### src/ufmf_pkg.sv
package ufmf_pkg;

   localparam int READINGS   = 13;
   localparam int MID_INDEX  = READINGS / 2;
   localparam int COUNT_W    = $clog2(READINGS + 1);

   localparam int ACTION_W   = 2;
   localparam int BYTE_W     = 8;
   localparam int VALUE_W    = 16;
   localparam int TICK_W     = 10;
   localparam int GAP_W      = 8;
   localparam int PROD_W     = 32;
   localparam int CSR_ADDR_W = 3;
   localparam int CSR_DATA_W = 32;

   localparam logic [ACTION_W-1:0] ACT_START = 2'd0;
   localparam logic [ACTION_W-1:0] ACT_BYTE  = 2'd1;
   localparam logic [ACTION_W-1:0] ACT_TICK  = 2'd2;

   localparam logic KIND_TRIGGER = 1'b0;
   localparam logic KIND_MEDIAN  = 1'b1;

   localparam logic REG_TIMEOUT = 1'b0;
   localparam logic REG_GAP     = 1'b1;

   localparam logic [BYTE_W-1:0]  HEADER_BYTE    = 8'hFF;
   localparam logic [VALUE_W-1:0] VALUE_TIMEOUT  = 16'hFFFF;
   localparam logic [VALUE_W-1:0] VALUE_CSUM_ERR = 16'hFFFE;
   localparam logic [TICK_W-1:0]  TIMEOUT_RESET  = 10'd200;
   localparam logic [GAP_W-1:0]   GAP_RESET      = 8'd15;

   // x / 10 == (x * 52429) >> 19 for every 16-bit x
   localparam logic [VALUE_W-1:0] RECIP_TEN   = 16'd52429;
   localparam int                 RECIP_SHIFT = 19;

   typedef enum logic [1:0] {
      RD_QUOT,
      RD_CSUM_ERR,
      RD_TIMEOUT
   } reading_sel_type;

   typedef struct packed {
      logic                latch_byte;
      logic                store_hi;
      logic                store_lo;
      logic                clr_elapsed;
      logic                inc_elapsed;
      logic                load_reading;
      reading_sel_type     reading_sel;
      logic                insert;
      logic [COUNT_W-1:0]  insert_count;
      logic                load_out;
      logic                out_kind;
   } dp_cmd_type;

   typedef struct packed {
      logic byte_is_header;
      logic csum_ok;
      logic timeout_hit;
      logic gap_done;
      logic gap_zero;
   } dp_status_type;

endpackage

### src/ufmf_req_if.sv
interface ufmf_req_if;
   import ufmf_pkg::*;

   logic                valid;
   logic                ready;
   logic [ACTION_W-1:0] action;
   logic [BYTE_W-1:0]   rx_byte;

   modport source (output valid, output action, output rx_byte, input ready);
   modport sink   (input valid, input action, input rx_byte, output ready);
endinterface

### src/ufmf_rsp_if.sv
interface ufmf_rsp_if;
   import ufmf_pkg::*;

   logic               valid;
   logic               ready;
   logic               kind;
   logic [VALUE_W-1:0] value;

   modport source (output valid, output kind, output value, input ready);
   modport sink   (input valid, input kind, input value, output ready);
endinterface

### src/ufmf_csr.sv
module ufmf_csr
   import ufmf_pkg::*;
(
   input  logic                  clock,
   input  logic                  reset,
   input  logic                  csr_psel,
   input  logic                  csr_penable,
   input  logic                  csr_pwrite,
   input  logic [CSR_ADDR_W-1:0] csr_paddr,
   input  logic [CSR_DATA_W-1:0] csr_pwdata,
   output logic [CSR_DATA_W-1:0] csr_prdata,
   output logic                  csr_pready,
   output logic [TICK_W-1:0]     timeout_ms,
   output logic [GAP_W-1:0]      gap_ms
);

   logic [TICK_W-1:0] timeout_ff;
   logic [GAP_W-1:0]  gap_ff;
   logic              wr_en;

   assign csr_pready = 1'b1;
   assign wr_en      = csr_psel && csr_penable && csr_pwrite;

   always_ff @(posedge clock) begin
      if (reset) begin
         timeout_ff <= TIMEOUT_RESET;
         gap_ff     <= GAP_RESET;
      end else if (wr_en) begin
         case (csr_paddr[2])
            REG_TIMEOUT: timeout_ff <= csr_pwdata[TICK_W-1:0];
            REG_GAP:     gap_ff     <= csr_pwdata[GAP_W-1:0];
            default:     timeout_ff <= timeout_ff;
         endcase
      end
   end

   always_comb begin
      case (csr_paddr[2])
         REG_TIMEOUT: csr_prdata = CSR_DATA_W'(timeout_ff);
         REG_GAP:     csr_prdata = CSR_DATA_W'(gap_ff);
         default:     csr_prdata = '0;
      endcase
   end

   assign timeout_ms = timeout_ff;
   assign gap_ms     = gap_ff;

endmodule

### src/ufmf_dpath.sv
module ufmf_dpath
   import ufmf_pkg::*;
(
   input  logic                clock,
   input  logic                reset,
   input  dp_cmd_type          cmd,
   output dp_status_type       status,
   input  logic [BYTE_W-1:0]   rx_byte,
   input  logic [TICK_W-1:0]   timeout_ms,
   input  logic [GAP_W-1:0]    gap_ms,
   output logic                rsp_kind,
   output logic [VALUE_W-1:0]  rsp_value
);

   logic [BYTE_W-1:0]  byte_ff;
   logic [BYTE_W-1:0]  frame_hi_ff;
   logic [BYTE_W-1:0]  frame_lo_ff;
   logic [BYTE_W-1:0]  sum8;
   logic [PROD_W-1:0]  product_ff;
   logic [VALUE_W-1:0] quot;
   logic [TICK_W-1:0]  elapsed_ff;
   logic [TICK_W-1:0]  elapsed_inc;
   logic [VALUE_W-1:0] reading_ff;
   logic [VALUE_W-1:0] sorted_ff   [READINGS];
   logic [VALUE_W-1:0] sorted_in   [READINGS];
   logic [VALUE_W-1:0] prev_val    [READINGS];
   logic               gt          [READINGS];
   logic               prev_gt     [READINGS];
   logic               kind_ff;
   logic [VALUE_W-1:0] value_ff;

   assign sum8        = HEADER_BYTE + frame_hi_ff + frame_lo_ff;
   assign quot        = VALUE_W'(product_ff[PROD_W-1:RECIP_SHIFT]);
   assign elapsed_inc = elapsed_ff + 1'b1;

   assign status.byte_is_header = (byte_ff == HEADER_BYTE);
   assign status.csum_ok        = (sum8 == byte_ff);
   assign status.timeout_hit    = (elapsed_ff >= timeout_ms);
   assign status.gap_done       = (elapsed_inc >= TICK_W'(gap_ms));
   assign status.gap_zero       = (gap_ms == '0);

   // parallel insertion: every slot decides on its own from its neighbor
   always_comb begin
      for (int i = 0; i < READINGS; i++) begin
         gt[i] = sorted_ff[i] > reading_ff;
      end
      prev_gt[0]  = 1'b0;
      prev_val[0] = reading_ff;
      for (int i = 1; i < READINGS; i++) begin
         prev_gt[i]  = gt[i-1];
         prev_val[i] = sorted_ff[i-1];
      end
      sorted_in = sorted_ff;
      if (cmd.insert) begin
         for (int i = 0; i < READINGS; i++) begin
            if ((COUNT_W'(i) == cmd.insert_count) ||
                ((COUNT_W'(i) < cmd.insert_count) && gt[i])) begin
               sorted_in[i] = prev_gt[i] ? prev_val[i] : reading_ff;
            end
         end
      end
   end

   always_ff @(posedge clock) begin
      if (reset) begin
         elapsed_ff <= '0;
      end else if (cmd.clr_elapsed) begin
         elapsed_ff <= '0;
      end else if (cmd.inc_elapsed) begin
         elapsed_ff <= elapsed_inc;
      end
   end

   always_ff @(posedge clock) begin
      product_ff <= PROD_W'({frame_hi_ff, frame_lo_ff}) * PROD_W'(RECIP_TEN);
      sorted_ff  <= sorted_in;
      if (cmd.latch_byte) begin
         byte_ff <= rx_byte;
      end
      if (cmd.store_hi) begin
         frame_hi_ff <= byte_ff;
      end
      if (cmd.store_lo) begin
         frame_lo_ff <= byte_ff;
      end
      if (cmd.load_reading) begin
         case (cmd.reading_sel)
            RD_QUOT:     reading_ff <= quot;
            RD_CSUM_ERR: reading_ff <= VALUE_CSUM_ERR;
            RD_TIMEOUT:  reading_ff <= VALUE_TIMEOUT;
            default:     reading_ff <= VALUE_TIMEOUT;
         endcase
      end
      if (cmd.load_out) begin
         kind_ff  <= cmd.out_kind;
         value_ff <= (cmd.out_kind == KIND_MEDIAN) ? sorted_ff[MID_INDEX] : '0;
      end
   end

   assign rsp_kind  = kind_ff;
   assign rsp_value = value_ff;

endmodule

### src/ufmf_ctrl.sv
module ufmf_ctrl
   import ufmf_pkg::*;
(
   input  logic                clock,
   input  logic                reset,
   input  logic                req_valid,
   output logic                req_ready,
   input  logic [ACTION_W-1:0] req_action,
   output logic                rsp_valid,
   input  logic                rsp_ready,
   output dp_cmd_type          cmd,
   input  dp_status_type       status
);

   typedef enum logic [2:0] {
      S_READY,
      S_EXEC,
      S_STORE,
      S_EMIT
   } state_type;

   typedef enum logic [1:0] {
      PH_IDLE,
      PH_MEASURE,
      PH_GAP
   } phase_type;

   state_type           state_ff,    state_in;
   phase_type           phase_ff,    phase_in;
   logic                header_ff,   header_in;
   logic [1:0]          pos_ff,      pos_in;
   logic [COUNT_W-1:0]  readings_ff, readings_in;
   logic [ACTION_W-1:0] action_ff,   action_in;
   logic                kind_ff,     kind_in;
   logic                rsp_valid_ff, rsp_valid_in;
   logic                do_begin;
   logic                end_gap;

   assign req_ready = (state_ff == S_READY);
   assign rsp_valid = rsp_valid_ff;

   always_comb begin
      state_in     = state_ff;
      phase_in     = phase_ff;
      header_in    = header_ff;
      pos_in       = pos_ff;
      readings_in  = readings_ff;
      action_in    = action_ff;
      kind_in      = kind_ff;
      rsp_valid_in = rsp_valid_ff;
      do_begin     = 1'b0;
      end_gap      = 1'b0;
      cmd          = '0;
      cmd.insert_count = readings_ff;

      if (rsp_valid_ff && rsp_ready) begin
         rsp_valid_in = 1'b0;
      end

      case (state_ff)
         S_READY: begin
            if (req_valid) begin
               action_in      = req_action;
               cmd.latch_byte = 1'b1;
               state_in       = S_EXEC;
            end
         end
         S_EXEC: begin
            state_in = S_READY;
            case (action_ff)
               ACT_START: begin
                  if (phase_ff == PH_IDLE) begin
                     readings_in = '0;
                     do_begin    = 1'b1;
                  end
               end
               ACT_BYTE: begin
                  if (phase_ff == PH_MEASURE) begin
                     if (!header_ff) begin
                        if (status.byte_is_header) begin
                           header_in = 1'b1;
                           pos_in    = 2'd1;
                        end
                     end else if (pos_ff == 2'd1) begin
                        cmd.store_hi = 1'b1;
                        pos_in       = 2'd2;
                     end else if (pos_ff == 2'd2) begin
                        cmd.store_lo = 1'b1;
                        pos_in       = 2'd3;
                     end else begin
                        cmd.load_reading = 1'b1;
                        cmd.reading_sel  = status.csum_ok ? RD_QUOT : RD_CSUM_ERR;
                        state_in         = S_STORE;
                     end
                  end
               end
               ACT_TICK: begin
                  if (phase_ff == PH_MEASURE) begin
                     if (status.timeout_hit) begin
                        cmd.load_reading = 1'b1;
                        cmd.reading_sel  = RD_TIMEOUT;
                        state_in         = S_STORE;
                     end else begin
                        cmd.inc_elapsed = 1'b1;
                     end
                  end else if (phase_ff == PH_GAP) begin
                     cmd.inc_elapsed = 1'b1;
                     end_gap         = status.gap_done;
                  end
               end
               default: begin
                  state_in = S_READY;
               end
            endcase
         end
         S_STORE: begin
            state_in = S_READY;
            if (readings_ff < COUNT_W'(READINGS)) begin
               cmd.insert  = 1'b1;
               readings_in = readings_ff + 1'b1;
            end
            header_in       = 1'b0;
            pos_in          = 2'd0;
            cmd.clr_elapsed = 1'b1;
            if (status.gap_zero) begin
               end_gap = 1'b1;
            end else begin
               phase_in = PH_GAP;
            end
         end
         S_EMIT: begin
            if (!rsp_valid_ff || rsp_ready) begin
               cmd.load_out = 1'b1;
               cmd.out_kind = kind_ff;
               rsp_valid_in = 1'b1;
               state_in     = S_READY;
            end
         end
         default: begin
            state_in = S_READY;
         end
      endcase

      if (end_gap) begin
         if (readings_in < COUNT_W'(READINGS)) begin
            do_begin = 1'b1;
         end else begin
            phase_in = PH_IDLE;
            kind_in  = KIND_MEDIAN;
            state_in = S_EMIT;
         end
      end

      if (do_begin) begin
         phase_in        = PH_MEASURE;
         header_in       = 1'b0;
         pos_in          = 2'd0;
         cmd.clr_elapsed = 1'b1;
         kind_in         = KIND_TRIGGER;
         state_in        = S_EMIT;
      end
   end

   always_ff @(posedge clock) begin
      if (reset) begin
         state_ff     <= S_READY;
         phase_ff     <= PH_IDLE;
         header_ff    <= 1'b0;
         pos_ff       <= 2'd0;
         readings_ff  <= '0;
         rsp_valid_ff <= 1'b0;
      end else begin
         state_ff     <= state_in;
         phase_ff     <= phase_in;
         header_ff    <= header_in;
         pos_ff       <= pos_in;
         readings_ff  <= readings_in;
         rsp_valid_ff <= rsp_valid_in;
      end
      action_ff <= action_in;
      kind_ff   <= kind_in;
   end

endmodule

### src/ultrasonic_frame_median_filter_unit.sv
// Ultrasonic range frame parser with a median-of-13 filter.
// req_item carries one item per valid/ready handshake: action 0 starts a
// series of 13 measurements, action 1 delivers a received serial byte,
// action 2 is a millisecond tick. rsp_item returns kind 0 (send trigger
// byte, value 0) or kind 1 (median distance in cm; 0xFFFE marks a
// checksum error, 0xFFFF a timeout). The csr_ port holds timeout_ms at
// address 0 and gap_ms at address 4.
// Each item passes through accept and execute, plus a store step when it
// closes a reading and an emit step when it produces a result; the
// sequence is set by the controller. A result is loaded into the output
// register in the emit step.
// Sorting is done by a parallel insertion into 13 registers.
// Reset loads timeout_ms 200 and gap_ms 15, returns to idle and drops any
// pending result; no clearing pass is needed.
// While rsp_item is stalled the result is held and further items are
// taken; an item that needs the output register waits in the emit step,
// with req_item.ready low, until the held result is taken.
module ultrasonic_frame_median_filter_unit
   import ufmf_pkg::*;
(
   input  logic                  clock,
   input  logic                  reset,
   ufmf_req_if.sink              req_item,
   ufmf_rsp_if.source            rsp_item,
   input  logic                  csr_psel,
   input  logic                  csr_penable,
   input  logic                  csr_pwrite,
   input  logic [CSR_ADDR_W-1:0] csr_paddr,
   input  logic [CSR_DATA_W-1:0] csr_pwdata,
   output logic [CSR_DATA_W-1:0] csr_prdata,
   output logic                  csr_pready
);

   dp_cmd_type        cmd;
   dp_status_type     status;
   logic [TICK_W-1:0] timeout_ms;
   logic [GAP_W-1:0]  gap_ms;

   ufmf_csr u_csr (
      .clock       (clock),
      .reset       (reset),
      .csr_psel    (csr_psel),
      .csr_penable (csr_penable),
      .csr_pwrite  (csr_pwrite),
      .csr_paddr   (csr_paddr),
      .csr_pwdata  (csr_pwdata),
      .csr_prdata  (csr_prdata),
      .csr_pready  (csr_pready),
      .timeout_ms  (timeout_ms),
      .gap_ms      (gap_ms)
   );

   ufmf_ctrl u_ctrl (
      .clock      (clock),
      .reset      (reset),
      .req_valid  (req_item.valid),
      .req_ready  (req_item.ready),
      .req_action (req_item.action),
      .rsp_valid  (rsp_item.valid),
      .rsp_ready  (rsp_item.ready),
      .cmd        (cmd),
      .status     (status)
   );

   ufmf_dpath u_dpath (
      .clock      (clock),
      .reset      (reset),
      .cmd        (cmd),
      .status     (status),
      .rx_byte    (req_item.rx_byte),
      .timeout_ms (timeout_ms),
      .gap_ms     (gap_ms),
      .rsp_kind   (rsp_item.kind),
      .rsp_value  (rsp_item.value)
   );

endmodule

### src/flat_wrapper.sv
// flat-port wrapper written by rule: the top's interface ports become plain ports
module ultrasonic_frame_median_filter_unit_flat import ufmf_pkg::*;
  (clock, reset, csr_psel, csr_penable, csr_pwrite, csr_paddr, csr_pwdata, csr_prdata, csr_pready, req_item_valid, req_item_action, req_item_rx_byte, req_item_ready, rsp_item_valid, rsp_item_kind, rsp_item_value, rsp_item_ready);
  ufmf_req_if req_item_i ();
  ufmf_rsp_if rsp_item_i ();
  input  logic clock;
  input  logic reset;
  input  logic csr_psel;
  input  logic csr_penable;
  input  logic csr_pwrite;
  input  logic [CSR_ADDR_W-1:0] csr_paddr;
  input  logic [CSR_DATA_W-1:0] csr_pwdata;
  output logic [CSR_DATA_W-1:0] csr_prdata;
  output logic csr_pready;
  input wire logic [$bits(req_item_i.valid)-1:0] req_item_valid;
  input wire logic [$bits(req_item_i.action)-1:0] req_item_action;
  input wire logic [$bits(req_item_i.rx_byte)-1:0] req_item_rx_byte;
  output wire logic [$bits(req_item_i.ready)-1:0] req_item_ready;
  output wire logic [$bits(rsp_item_i.valid)-1:0] rsp_item_valid;
  output wire logic [$bits(rsp_item_i.kind)-1:0] rsp_item_kind;
  output wire logic [$bits(rsp_item_i.value)-1:0] rsp_item_value;
  input wire logic [$bits(rsp_item_i.ready)-1:0] rsp_item_ready;
  assign req_item_i.valid = req_item_valid;
  assign req_item_i.action = req_item_action;
  assign req_item_i.rx_byte = req_item_rx_byte;
  assign req_item_ready = req_item_i.ready;
  assign rsp_item_valid = rsp_item_i.valid;
  assign rsp_item_kind = rsp_item_i.kind;
  assign rsp_item_value = rsp_item_i.value;
  assign rsp_item_i.ready = rsp_item_ready;
  ultrasonic_frame_median_filter_unit u_core (.clock(clock), .reset(reset), .req_item(req_item_i), .rsp_item(rsp_item_i), .csr_psel(csr_psel), .csr_penable(csr_penable), .csr_pwrite(csr_pwrite), .csr_paddr(csr_paddr), .csr_pwdata(csr_pwdata), .csr_prdata(csr_prdata), .csr_pready(csr_pready));
endmodule
### config.mk
export PLATFORM = sky130hd
export DESIGN_NAME = ultrasonic_frame_median_filter_unit_flat
export DESIGN_NICKNAME = d
export VERILOG_FILES = /design/src/ufmf_pkg.sv /design/src/ufmf_req_if.sv /design/src/ufmf_rsp_if.sv /design/src/ufmf_csr.sv /design/src/ufmf_dpath.sv /design/src/ufmf_ctrl.sv /design/src/ultrasonic_frame_median_filter_unit.sv /design/src/flat_wrapper.sv
export SDC_FILE = /design/constraint.sdc
export NUM_CORES = 1
export LEC_CHECK = 0
export ABC_AREA = 0
export ABC_CLOCK_PERIOD_IN_PS = 10700
export BUFFER_PORTS_ARGS = -buffer_cell sky130_fd_sc_hd__buf_4
export CAP_MARGIN = 30
export CORE_MARGIN = 3
export CORE_UTILIZATION = 25
export DETAILED_ROUTE_END_ITERATION = 10
export GPL_ROUTABILITY_DRIVEN = 0
export PLACE_DENSITY = 0.49
export SLEW_MARGIN = 15
export SYNTH_ARGS = -nofsm -noshare
export SYNTH_HDL_FRONTEND = slang
export SYNTH_SLANG_ARGS = --single-unit
### constraint.sdc
create_clock -name clock -period 10.7 [get_ports clock]
set_clock_uncertainty 0.2 [all_clocks]
set_input_delay 0.535 -clock clock [delete_from_list [all_inputs] [get_ports clock]]
set_output_delay 0.535 -clock clock [all_outputs]
set_load 0.01 [all_outputs]
* Word level (Yosys, flattened, before mapping)
Index checks and enable logic that the tools add are counted.
** Operators by class
- Bitwise operators :: 2
- $lt $le $gt $ge :: 18
- Multipliers :: 1
- $add $sub $neg :: 4
- Multiplexer cells :: 83
- Equal/unequal tests :: 22
- Reduce and logical (&&, ||, !) cells :: 41
** Operators with widths (count)
- 16-bit greater-than comparator :: 7
- 16-bit two-way mux :: 6
- 32-bit case mux with 2 select lines :: 1
- 2-bit two-way mux :: 23
- 16-bit by 16-bit multiplier with 32-bit output, second input constant :: 1
- 16-bit case mux with 2 select lines :: 1
- 1-bit two-way mux :: 31
- 3-bit two-way mux :: 10
- 2-bit AND reduction :: 11
- 4-bit two-way mux :: 4
- 3-bit by 4-bit == test with 1-bit output, first input constant :: 3
- 3-bit by 4-bit < comparator with 1-bit output, first input constant :: 3
- 10-bit by 1-bit adder with 10-bit output, second input constant :: 1
- 10-bit >= comparator :: 1
- 10-bit by 8-bit >= comparator with 1-bit output :: 1
- 1-bit logical AND :: 10
- 3-bit case mux with 3 select lines :: 1
- 8-bit adder :: 1
- 8-bit adder, first input constant :: 1
- 2-bit by 1-bit == test with 1-bit output, second input constant :: 4
- 2-bit by 4-bit == test with 1-bit output, first input constant :: 2
- 8-bit == test :: 1
- 8-bit == test, second input constant :: 1
- 8-bit logical NOT :: 1
- other kinds (26) :: 45
** Storage, ports and cells
- Bits in registers :: 245
- Output and inout bits :: 52
- Logic and storage cells :: 198

* Longest topological paths before layout
Gate-level depths: netlist of the first run.
- Depth after elaboration :: 12
- Depth in mapped cells :: 20

* By module
Synthesis of the first run repeated with hierarchy kept, for this count alone.
** Second synthesis, totals
- Cell total of the unflattened synthesis :: 1523
- Area, all modules :: 16649.7 µm²
** Modules (own cells, without submodules)
- ufmf_dpath :: cells each 1300, area an instance 14607.8 µm², times used 1
- ufmf_csr :: cells each 113, area an instance 1061.0 µm², times used 1
- ufmf_ctrl :: cells each 110, area an instance 980.9 µm², times used 1

* Least setup slack after synthesis of the first run
OpenSTA, ideal clock, no wires.
- Path kind :: register to register
- Start point :: reg u_core.u_dpath.frame_lo_ff[1]
- End point :: reg u_core.u_dpath.product_ff[24]
- Buffers on the path :: 0
- Library setup time :: 127 ps
- Data required time :: 10373 ps
- Cell stages (with the launch flop) :: 18
- Slack :: 5400 ps
- Data arrival time :: 4974 ps
- Cells stage by stage :: edfxtp_1 ha_1 xor2_1 ha_1 fa_1 fa_1 fa_1 inv_1 fa_1 inv_1 ha_1 a21oi_1 o211ai_1 a21oi_1 o21ai_0 a21boi_0 o21ai_0 xor2_1
** Between the ends
- Word-level cells in the longest chain between the ends :: 1
** RTL lines
- start: declaration :: RTL line ufmf_dpath.sv:17 : logic [BYTE_W-1:0] frame_lo_ff;
- start signal: assignment :: RTL line ufmf_dpath.sv:84 : frame_lo_ff <= byte_ff;
- 16-bit by 16-bit multiplier with 32-bit output :: RTL line ufmf_dpath.sv:75 : product_ff <= PROD_W'({frame_hi_ff, frame_lo_ff}) * PROD_W'(RECIP_TEN);
- end signal: assignment :: RTL line ufmf_dpath.sv:75
- end: declaration :: RTL line ufmf_dpath.sv:19 : logic [PROD_W-1:0] product_ff;
Every way passes these cells.
A chain may end at the register's enable or synchronous reset.

* Worst setup path after layout of the first run
- Start point :: reg u_core.u_dpath.frame_lo_ff[1]
- End point :: reg u_core.u_dpath.product_ff[28]
The elaborated chain is that of the path after synthesis.

==> reports/results.ini, run 1 <==
[outcome]
outcome = finished, final reports clean

[drt]
drtAntennaViolNets = 0
firstDrtPassIters = 7
drt_iter0_markers = 476
wire_per_inst_um = 15.81
vias_per_cell = 4.479
drcViolationCount = 0
drt-total-wl_um = 39520
vias = 11190

[sta]
post-route-period-util_pct = 57.13
max_freq_mhz = 163.6
fin_crit_ps = 6113
holdWs_ps = 37.31
tightestPinTransition_ps = 889.8
finalHoldViolCount = 0
tns_ps = 0
rsz0062_at_grt = false
setup_violations = 0
finalMaxSlewViolations = 0
relSlewSlack_pct = 40.46

[clock_tree]
clk-insertion-delay-late_ps = 550
clkTransAtPathRegs_ps = 60
cts_buffer_depth = 3
cts-root-buf = clkbuf_16
cts.sinks = 208
cts_setup_buffers = 0
cts_made_buffers = 24
cts_tree = yes
htree_num_levels = 1

[synthesis]
synth_most_common_cell = ha_1
yosys.area.top_type_share_pct = 28.26
synth_cell_types = 70
synthTopCellsByArea = edfxtp_1 (28%), ha_1 (21%), fa_1 (10%), dfxtp_1 (6.8%), inv_1 (5.4%)
syn_inst = 1555
yosys-top-cells-count = ha_1 (270), inv_1 (233), edfxtp_1 (153), nand2_1 (124), o21ai_0 (83)
synth_edf_count = 153
yosysSeqAreaShare_pct = 35.03
yosysTopAreaCell = edfxtp_1
synthArstFlopShare_pct = 0
syn_avg_cell_area_um2 = 10.46
netlist_area_um2 = 16260
synth-seq-cells = 208
yosysWarningCount = 0
synth_ff_type = edfxtp_1

[critical_path]
crit_required_ps = 10910
cp_data_arrival_time_ps = 6320
ff2ff_setup_slack_ps = 4590
regToRegStartpoint = u_core.u_dpath.frame_lo_ff[1]
critPathKind = reg -> reg
worstReg2RegEnd = u_core.u_dpath.product_ff[28]
reg2reg_depth = 16
cp_max_fo = 6
cp-start-kind = register
cp-end-kind = register

[placement]
hpwl_um = 31530
port_buffers = 56

[power]
powerDensity_nw_per_um2 = 91.32
p_total_mw = 1.690
power_leakage_nw = 8.069
peakVddDrop_mv = 0.09905

[run]
maxCapViolations = 0

[layout]
drive_above_1_share_pct = 8.953
area_growth_pct = 13.81
n_antenna_cell = 0
layout.nets = 2038

[hold_path]
worstHoldEndpoint = u_core.u_csr.timeout_ms[8]
hold_class = in -> reg
hold_path.startpoint = csr_pwdata[8]
hold-path-cell-count = 3

[die]
io_pins = 104
core_area_um2 = 63660
dieArea_um2 = 68130
num_rows = 92
initial_core_util_pct = 25.54
die_h_um = 261.0
die_x_um = 261.0

[global_route]
grt_max_degree = 31
grt_pass1_vias = 11430
antenna_found_initial = 1
grt_pass1_wl_um = 63420
grt_overflow_total = 0
track_usage_pct = 11.69

## layer usage
layer / global-route usage, % / vias to the layer above / wire, um / part of all wire (%)
met5: 0 / - / 0 / 0
met4: 2.910 / 0 / 939 / 2.4
met3: 1.460 / 61 / 1319 / 3.3
met2: 20.41 / 173 / 19200 / 49
met1: 15.34 / 5419 / 18060 / 46
li1: - / 5541 / - / -
## stage by stage
| step | area [um2] | setup WS (ps) | util, % | instances |
|---|---|---|---|---|
| floorplan | 16340 | 5400 | - | 1577 |
| global placement | 17580 | 4621 | 27.62 | 2437 |
| detailed placement | 17590 | 4598 | 27.63 | 2438 |
| CTS | 18490 | 4568 | 29.05 | 2498 |
| global route | 18500 | 4204 | 29.07 | 2499 |
| finish | 18500 | 4587 | 29.07 | 2499 |
## logic make-up after synthesis
| logic type | count (synthesis) | share of synthesized area (%) |
|---|---|---|
| xor+xnor | 50 | 2.694 |
| buf+inv | 285 | 7.350 |
| compound gates | 275 | 10.59 |
| other cells | 2 | 0.04619 |
| flops | 208 | 35.03 |
| simple gates | 336 | 10.24 |
| mux | 48 | 3.294 |
| fa+ha+maj | 351 | 30.75 |
## cell type report
class | count | area, um2
Fill cell | 6625 | 45150
Multi-Input combinational cell | 1084 | 9457
Tap cell | 846 | 1059
Inverter | 233 | 874.6
Timing Repair Buffer | 84 | 678.2
Clock buffer | 33 | 675.6
Sequential cell | 208 | 5695
Clock inverter | 11 | 65.06
## registers in the layout (all words and copies together), names as in the netlist
name and cells:
u_core.u_ctrl.pos_ff 2, u_core.u_dpath.reading_ff 14, u_core.u_ctrl.rsp_valid 1, u_core.u_ctrl.state_ff 3, u_core.u_ctrl.action_ff 2, u_core.u_dpath.frame_hi_ff 8, u_core.u_dpath.product_ff 13, u_core.u_dpath.prev_val 98
u_core.u_ctrl.readings_ff 4, u_core.u_ctrl.phase_ff 2, u_core.u_ctrl.header_ff 1, u_core.u_dpath.elapsed_ff 10, u_core.u_dpath.rsp_kind 1, u_core.u_dpath.byte_ff 8, u_core.u_csr.gap_ms 8, u_core.u_dpath.frame_lo_ff 8
u_core.u_ctrl.kind_ff 1, u_core.u_dpath.rsp_value 14, u_core.u_csr.timeout_ms 10
## worst max path at each step
stage | end | cells past startpoint | start | slack, ps
2_1_floorplan | u_core.u_dpath.product_ff[24] | 17 | u_core.u_dpath.frame_lo_ff[1] | 5400
3_3_place_gp | u_core.u_dpath.product_ff[24] | 17 | u_core.u_dpath.frame_lo_ff[1] | 4620
3_5_place_dp | u_core.u_dpath.product_ff[24] | 17 | u_core.u_dpath.frame_lo_ff[1] | 4600
4_1_cts | u_core.u_dpath.product_ff[28] | 16 | u_core.u_dpath.frame_lo_ff[1] | 4570
5_1_grt | u_core.u_dpath.product_ff[24] | 17 | u_core.u_dpath.frame_lo_ff[1] | 4200
6_report | u_core.u_dpath.product_ff[28] | 16 | u_core.u_dpath.frame_lo_ff[1] | 4590
## layout by cell type (no fill, tap or decap), types with 28 or more instances in the layout
cell type    n
ha_1       270
inv_1      233
edfxtp_1   153
nand2_1    124
o21ai_0     83
fa_1        81
a21oi_1     70
buf_4       67
nor2_1      65
dfxtp_1     55
xnor2_1     31
mux2_2      28
## critical path, cell delays in order, from the launching register on
cell       delay [ps]
edfxtp_1          490
ha_1              410
xor2_1            170
ha_1              330
fa_1              520
fa_1              520
fa_1              550
inv_1              60
fa_1              530
inv_1              50
ha_1              320
nand2_1           140
nor2_1            150
o2111ai_1         150
o21ai_0           570
a21boi_0          390
o311a_1           430
## where the power goes
part	internal, mW	total (mW)	leakage [nW]	switching (mW)
sequential	0.860	0.864	1.80	0.00410
combinational	0.0191	0.0420	5.90	0.0228
clock	0.443	0.784	0.367	0.341
## timing repair
| item | CTS | global route |
|---|---|---|
| hold buffers | 16 | 0 |
| gates resized for setup | 0 | 0 |
| endpoints found under the hold margin | 17 | 0 |
No activity file was read; power rests on OpenSTA's default activity.
==> inputs of run 2 (changes only) <==
- ABC_CLOCK_PERIOD_IN_PS: 10700 -> 6100
- clock period: 10.7 -> 6.1 ns (I/O delays scaled with it)
==> run 2 against run 1 <==
Compared with the run above: worst setup slack got worse by 4200 ps; sequential power up 76%; worst hold slack better by 14 ps; critical path type unchanged; critical endpoint is now u_core.u_dpath.product_ff[26]; largest cell class unchanged.
==> reports/results.ini, run 2 (synthesized netlist as in run 1, its figures left out) <==
[outcome]
outcome = finished, final reports clean

[placement]
dp.cells = 2444  ; +0.25%
port_buffers = 56  ; unchanged
hpwl_um = 32090  ; +1.8%

[global_route]
antenna_found_initial = 0  ; -1
grt_overflow_total = 0  ; unchanged
grt_pass1_wl_um = 64120  ; +1.1%
grt_max_degree = 31  ; unchanged
track_usage_pct = 11.95  ; +0.26 points
grt_pass1_vias = 11480  ; +0.46%

[sta]
rsz0062_at_grt = false
tightestPinTransition_ps = 889.1  ; -0.6906 ps
relSlewSlack_pct = 40.50  ; +0.046 points
tns_ps = 0  ; unchanged
max_freq_mhz = 176.2  ; +7.7%
finalHoldViolCount = 0  ; unchanged
finalMaxSlewViolations = 0  ; unchanged
setup_violations = 0  ; unchanged
fin_crit_ps = 5676  ; -437.2 ps
post-route-period-util_pct = 93.04  ; +36 points

[critical_path]
worstReg2RegEnd = u_core.u_dpath.product_ff[26]
cp_data_arrival_time_ps = 5930  ; -390 ps
cp_max_fo = 6  ; unchanged
cp-end-kind = register
worst-path-stages = 17  ; +1
critPathMaxStageDelay_ps = 550  ; -20 ps
reg2reg_depth = 17  ; +1
cp-start-kind = register
crit_family = adder cells
critPathKind = reg -> reg
ff2ff_setup_slack_ps = 420  ; -4160 ps
endpoint = u_core.u_dpath.product_ff[26]
path_buf_inv = 2  ; unchanged
crit_required_ps = 6360  ; -4550 ps
worstPathCellList = ha_1 > xor2_1 > ha_1 > fa_1 > fa_1 > fa_1 > inv_1 > fa_1 > inv_1 > ha_1 > nand2_1 > nor2_1 > o2111ai_1 > o21ai_0 > a21oi_1 > o21ai_0 > xor2_1
crit_top_cell = fa_1
regToRegStartpoint = u_core.u_dpath.frame_lo_ff[1]
slowest_stage = fa_1
critPathLaunch = u_core.u_dpath.frame_lo_ff[1]

[drt]
drtAntennaViolNets = 0  ; unchanged
drcViolationCount = 0  ; unchanged
firstDrtPassIters = 5  ; -2
wire_per_inst_um = 16.03  ; +1.4%
drt_iter0_markers = 524  ; +10%
vias = 11200  ; +0.063%
vias_per_cell = 4.454  ; -0.57%
drt-total-wl_um = 40320  ; +2.0%

[clock_tree]
clk-insertion-delay-late_ps = 560  ; about the same
cts.sinks = 208  ; unchanged
htree_num_levels = 1  ; unchanged
clkTransAtPathRegs_ps = 60  ; about the same
cts_tree = yes
cts-root-buf = clkbuf_16
cts_buffer_depth = 3  ; unchanged
cts_made_buffers = 25  ; +4.2%

[layout]
n_antenna_cell = 0  ; unchanged
layout.nets = 2053  ; +0.74%
drive_above_1_share_pct = 9.826  ; +0.87 points
regArea_um2 = 5695  ; unchanged
multi_input_area_um2 = 9460  ; about the same
instances_no_fill = 2515  ; +0.64%
largest_reg_flops = 98  ; unchanged
final_common_cell = ha_1
mostFrequentLayoutCells = ha_1 (270), inv_1 (233), edfxtp_1 (153)
num-fill-cells = 6592  ; -0.50%
area_growth_pct = 15.49

[run]
maxCapViolations = 0  ; unchanged

[power]
power.internal_mw = 2.500  ; +89%
combPwrFrac_pct = 2.5  ; about the same
clockPowerShare_pct = 49.6  ; +3.2 points
netSwitchingPower_uw = 659.7  ; +79%
seqPwrFrac_pct = 48.0  ; -3.1 points
powerDensity_nw_per_um2 = 168.3  ; +84%
power_leakage_nw = 8.204  ; +1.7%
switching_share_pct = 20.88  ; -0.91 points
peakVddDrop_mv = 0.2095  ; +110%

[die]
num_rows = 92  ; unchanged
core_area_um2 = 63660  ; unchanged
die_x_um = 261.0  ; unchanged
die_h_um = 261.0  ; unchanged
initial_core_util_pct = 25.54  ; unchanged
dieArea_um2 = 68130  ; unchanged
io_pins = 104  ; unchanged

[hold_path]
hold_class = in -> reg

[run 2: power by group through the flow]
stage	clock network (mW)	registers, mW	logic, mW
floorplan	0	1.54	0.0462
global placement	0	1.55	0.0646
detailed placement	0	1.55	0.0651
CTS	1.63	1.52	0.0782
global route	1.68	1.52	0.0858
finish	1.57	1.52	0.0776
[run 2: how the worst min path moves through the flow]
stage,from,slack (ps),depth (start not counted),endpoint
6_report,csr_pwrite,50,4,u_core.u_csr.gap_ms[0]
5_1_grt,csr_pwrite,80,4,u_core.u_csr.gap_ms[0]
4_1_cts,csr_pwrite,20,4,u_core.u_csr.gap_ms[0]
3_5_place_dp,u_core.u_csr.timeout_ms[2],250,2,u_core.u_csr.timeout_ms[2]
3_3_place_gp,u_core.u_csr.timeout_ms[5],250,2,u_core.u_csr.timeout_ms[5]
2_1_floorplan,req_item_action[0],200,0,u_core.u_ctrl.action_ff[0]
[run 2: what timing repair did]
item / in CTS / in global routing
resized for setup: 0 / 2
buffers inserted: 0 / 0
hold buffers: 24 / 0
endpoints found under the setup margin: 0 / 2
endpoints found under the hold margin: 37 / 0
[run 2: tightest hold or removal path, delay by kind of cell]
kind / cells / cell delay (ps)
buf+inv: 1 / 110
simple gates: 3 / 360
[run 2: area by class of cell]
cell class / count / area share [%]
multi-input cells: 1084 / 50.38
repair buffers: 98 / 4.298
clock inverters: 12 / 0.6730
flip-flops and latches: 208 / 30.33
well taps: 846 / 5.637
inverters: 233 / 4.658
clock buffers: 34 / 4.018
[run 2: metal layers]
| metal | track usage [%] | part of all wire [%] | vias to the layer above |
|---|---|---|---|
| met2 | 20.67 | 49 | 181 |
| met1 | 15.78 | 46 | 5374 |
| met3 | 1.567 | 3.4 | 61 |
| met4 | 3.003 | 2.2 | 0 |
| li1 | - | - | 5585 |
| met5 | 0 | 0 | - |
[run 2: stage by stage]
step                hold slack (ps)  total power, mW  instance area [um2]  setup slack, ps  util (%)
detailed placement            248.2            1.612                17640            243.2     27.71
finish                        51.45            3.160                18780            424.4     29.50
global placement              245.1            1.611                17620            338.0     27.68
floorplan                     203.9            1.590                16340            799.7         -
global route                  75.53            3.280                18780            9.485     29.50
CTS                           15.67            3.220                18760            230.0     29.47
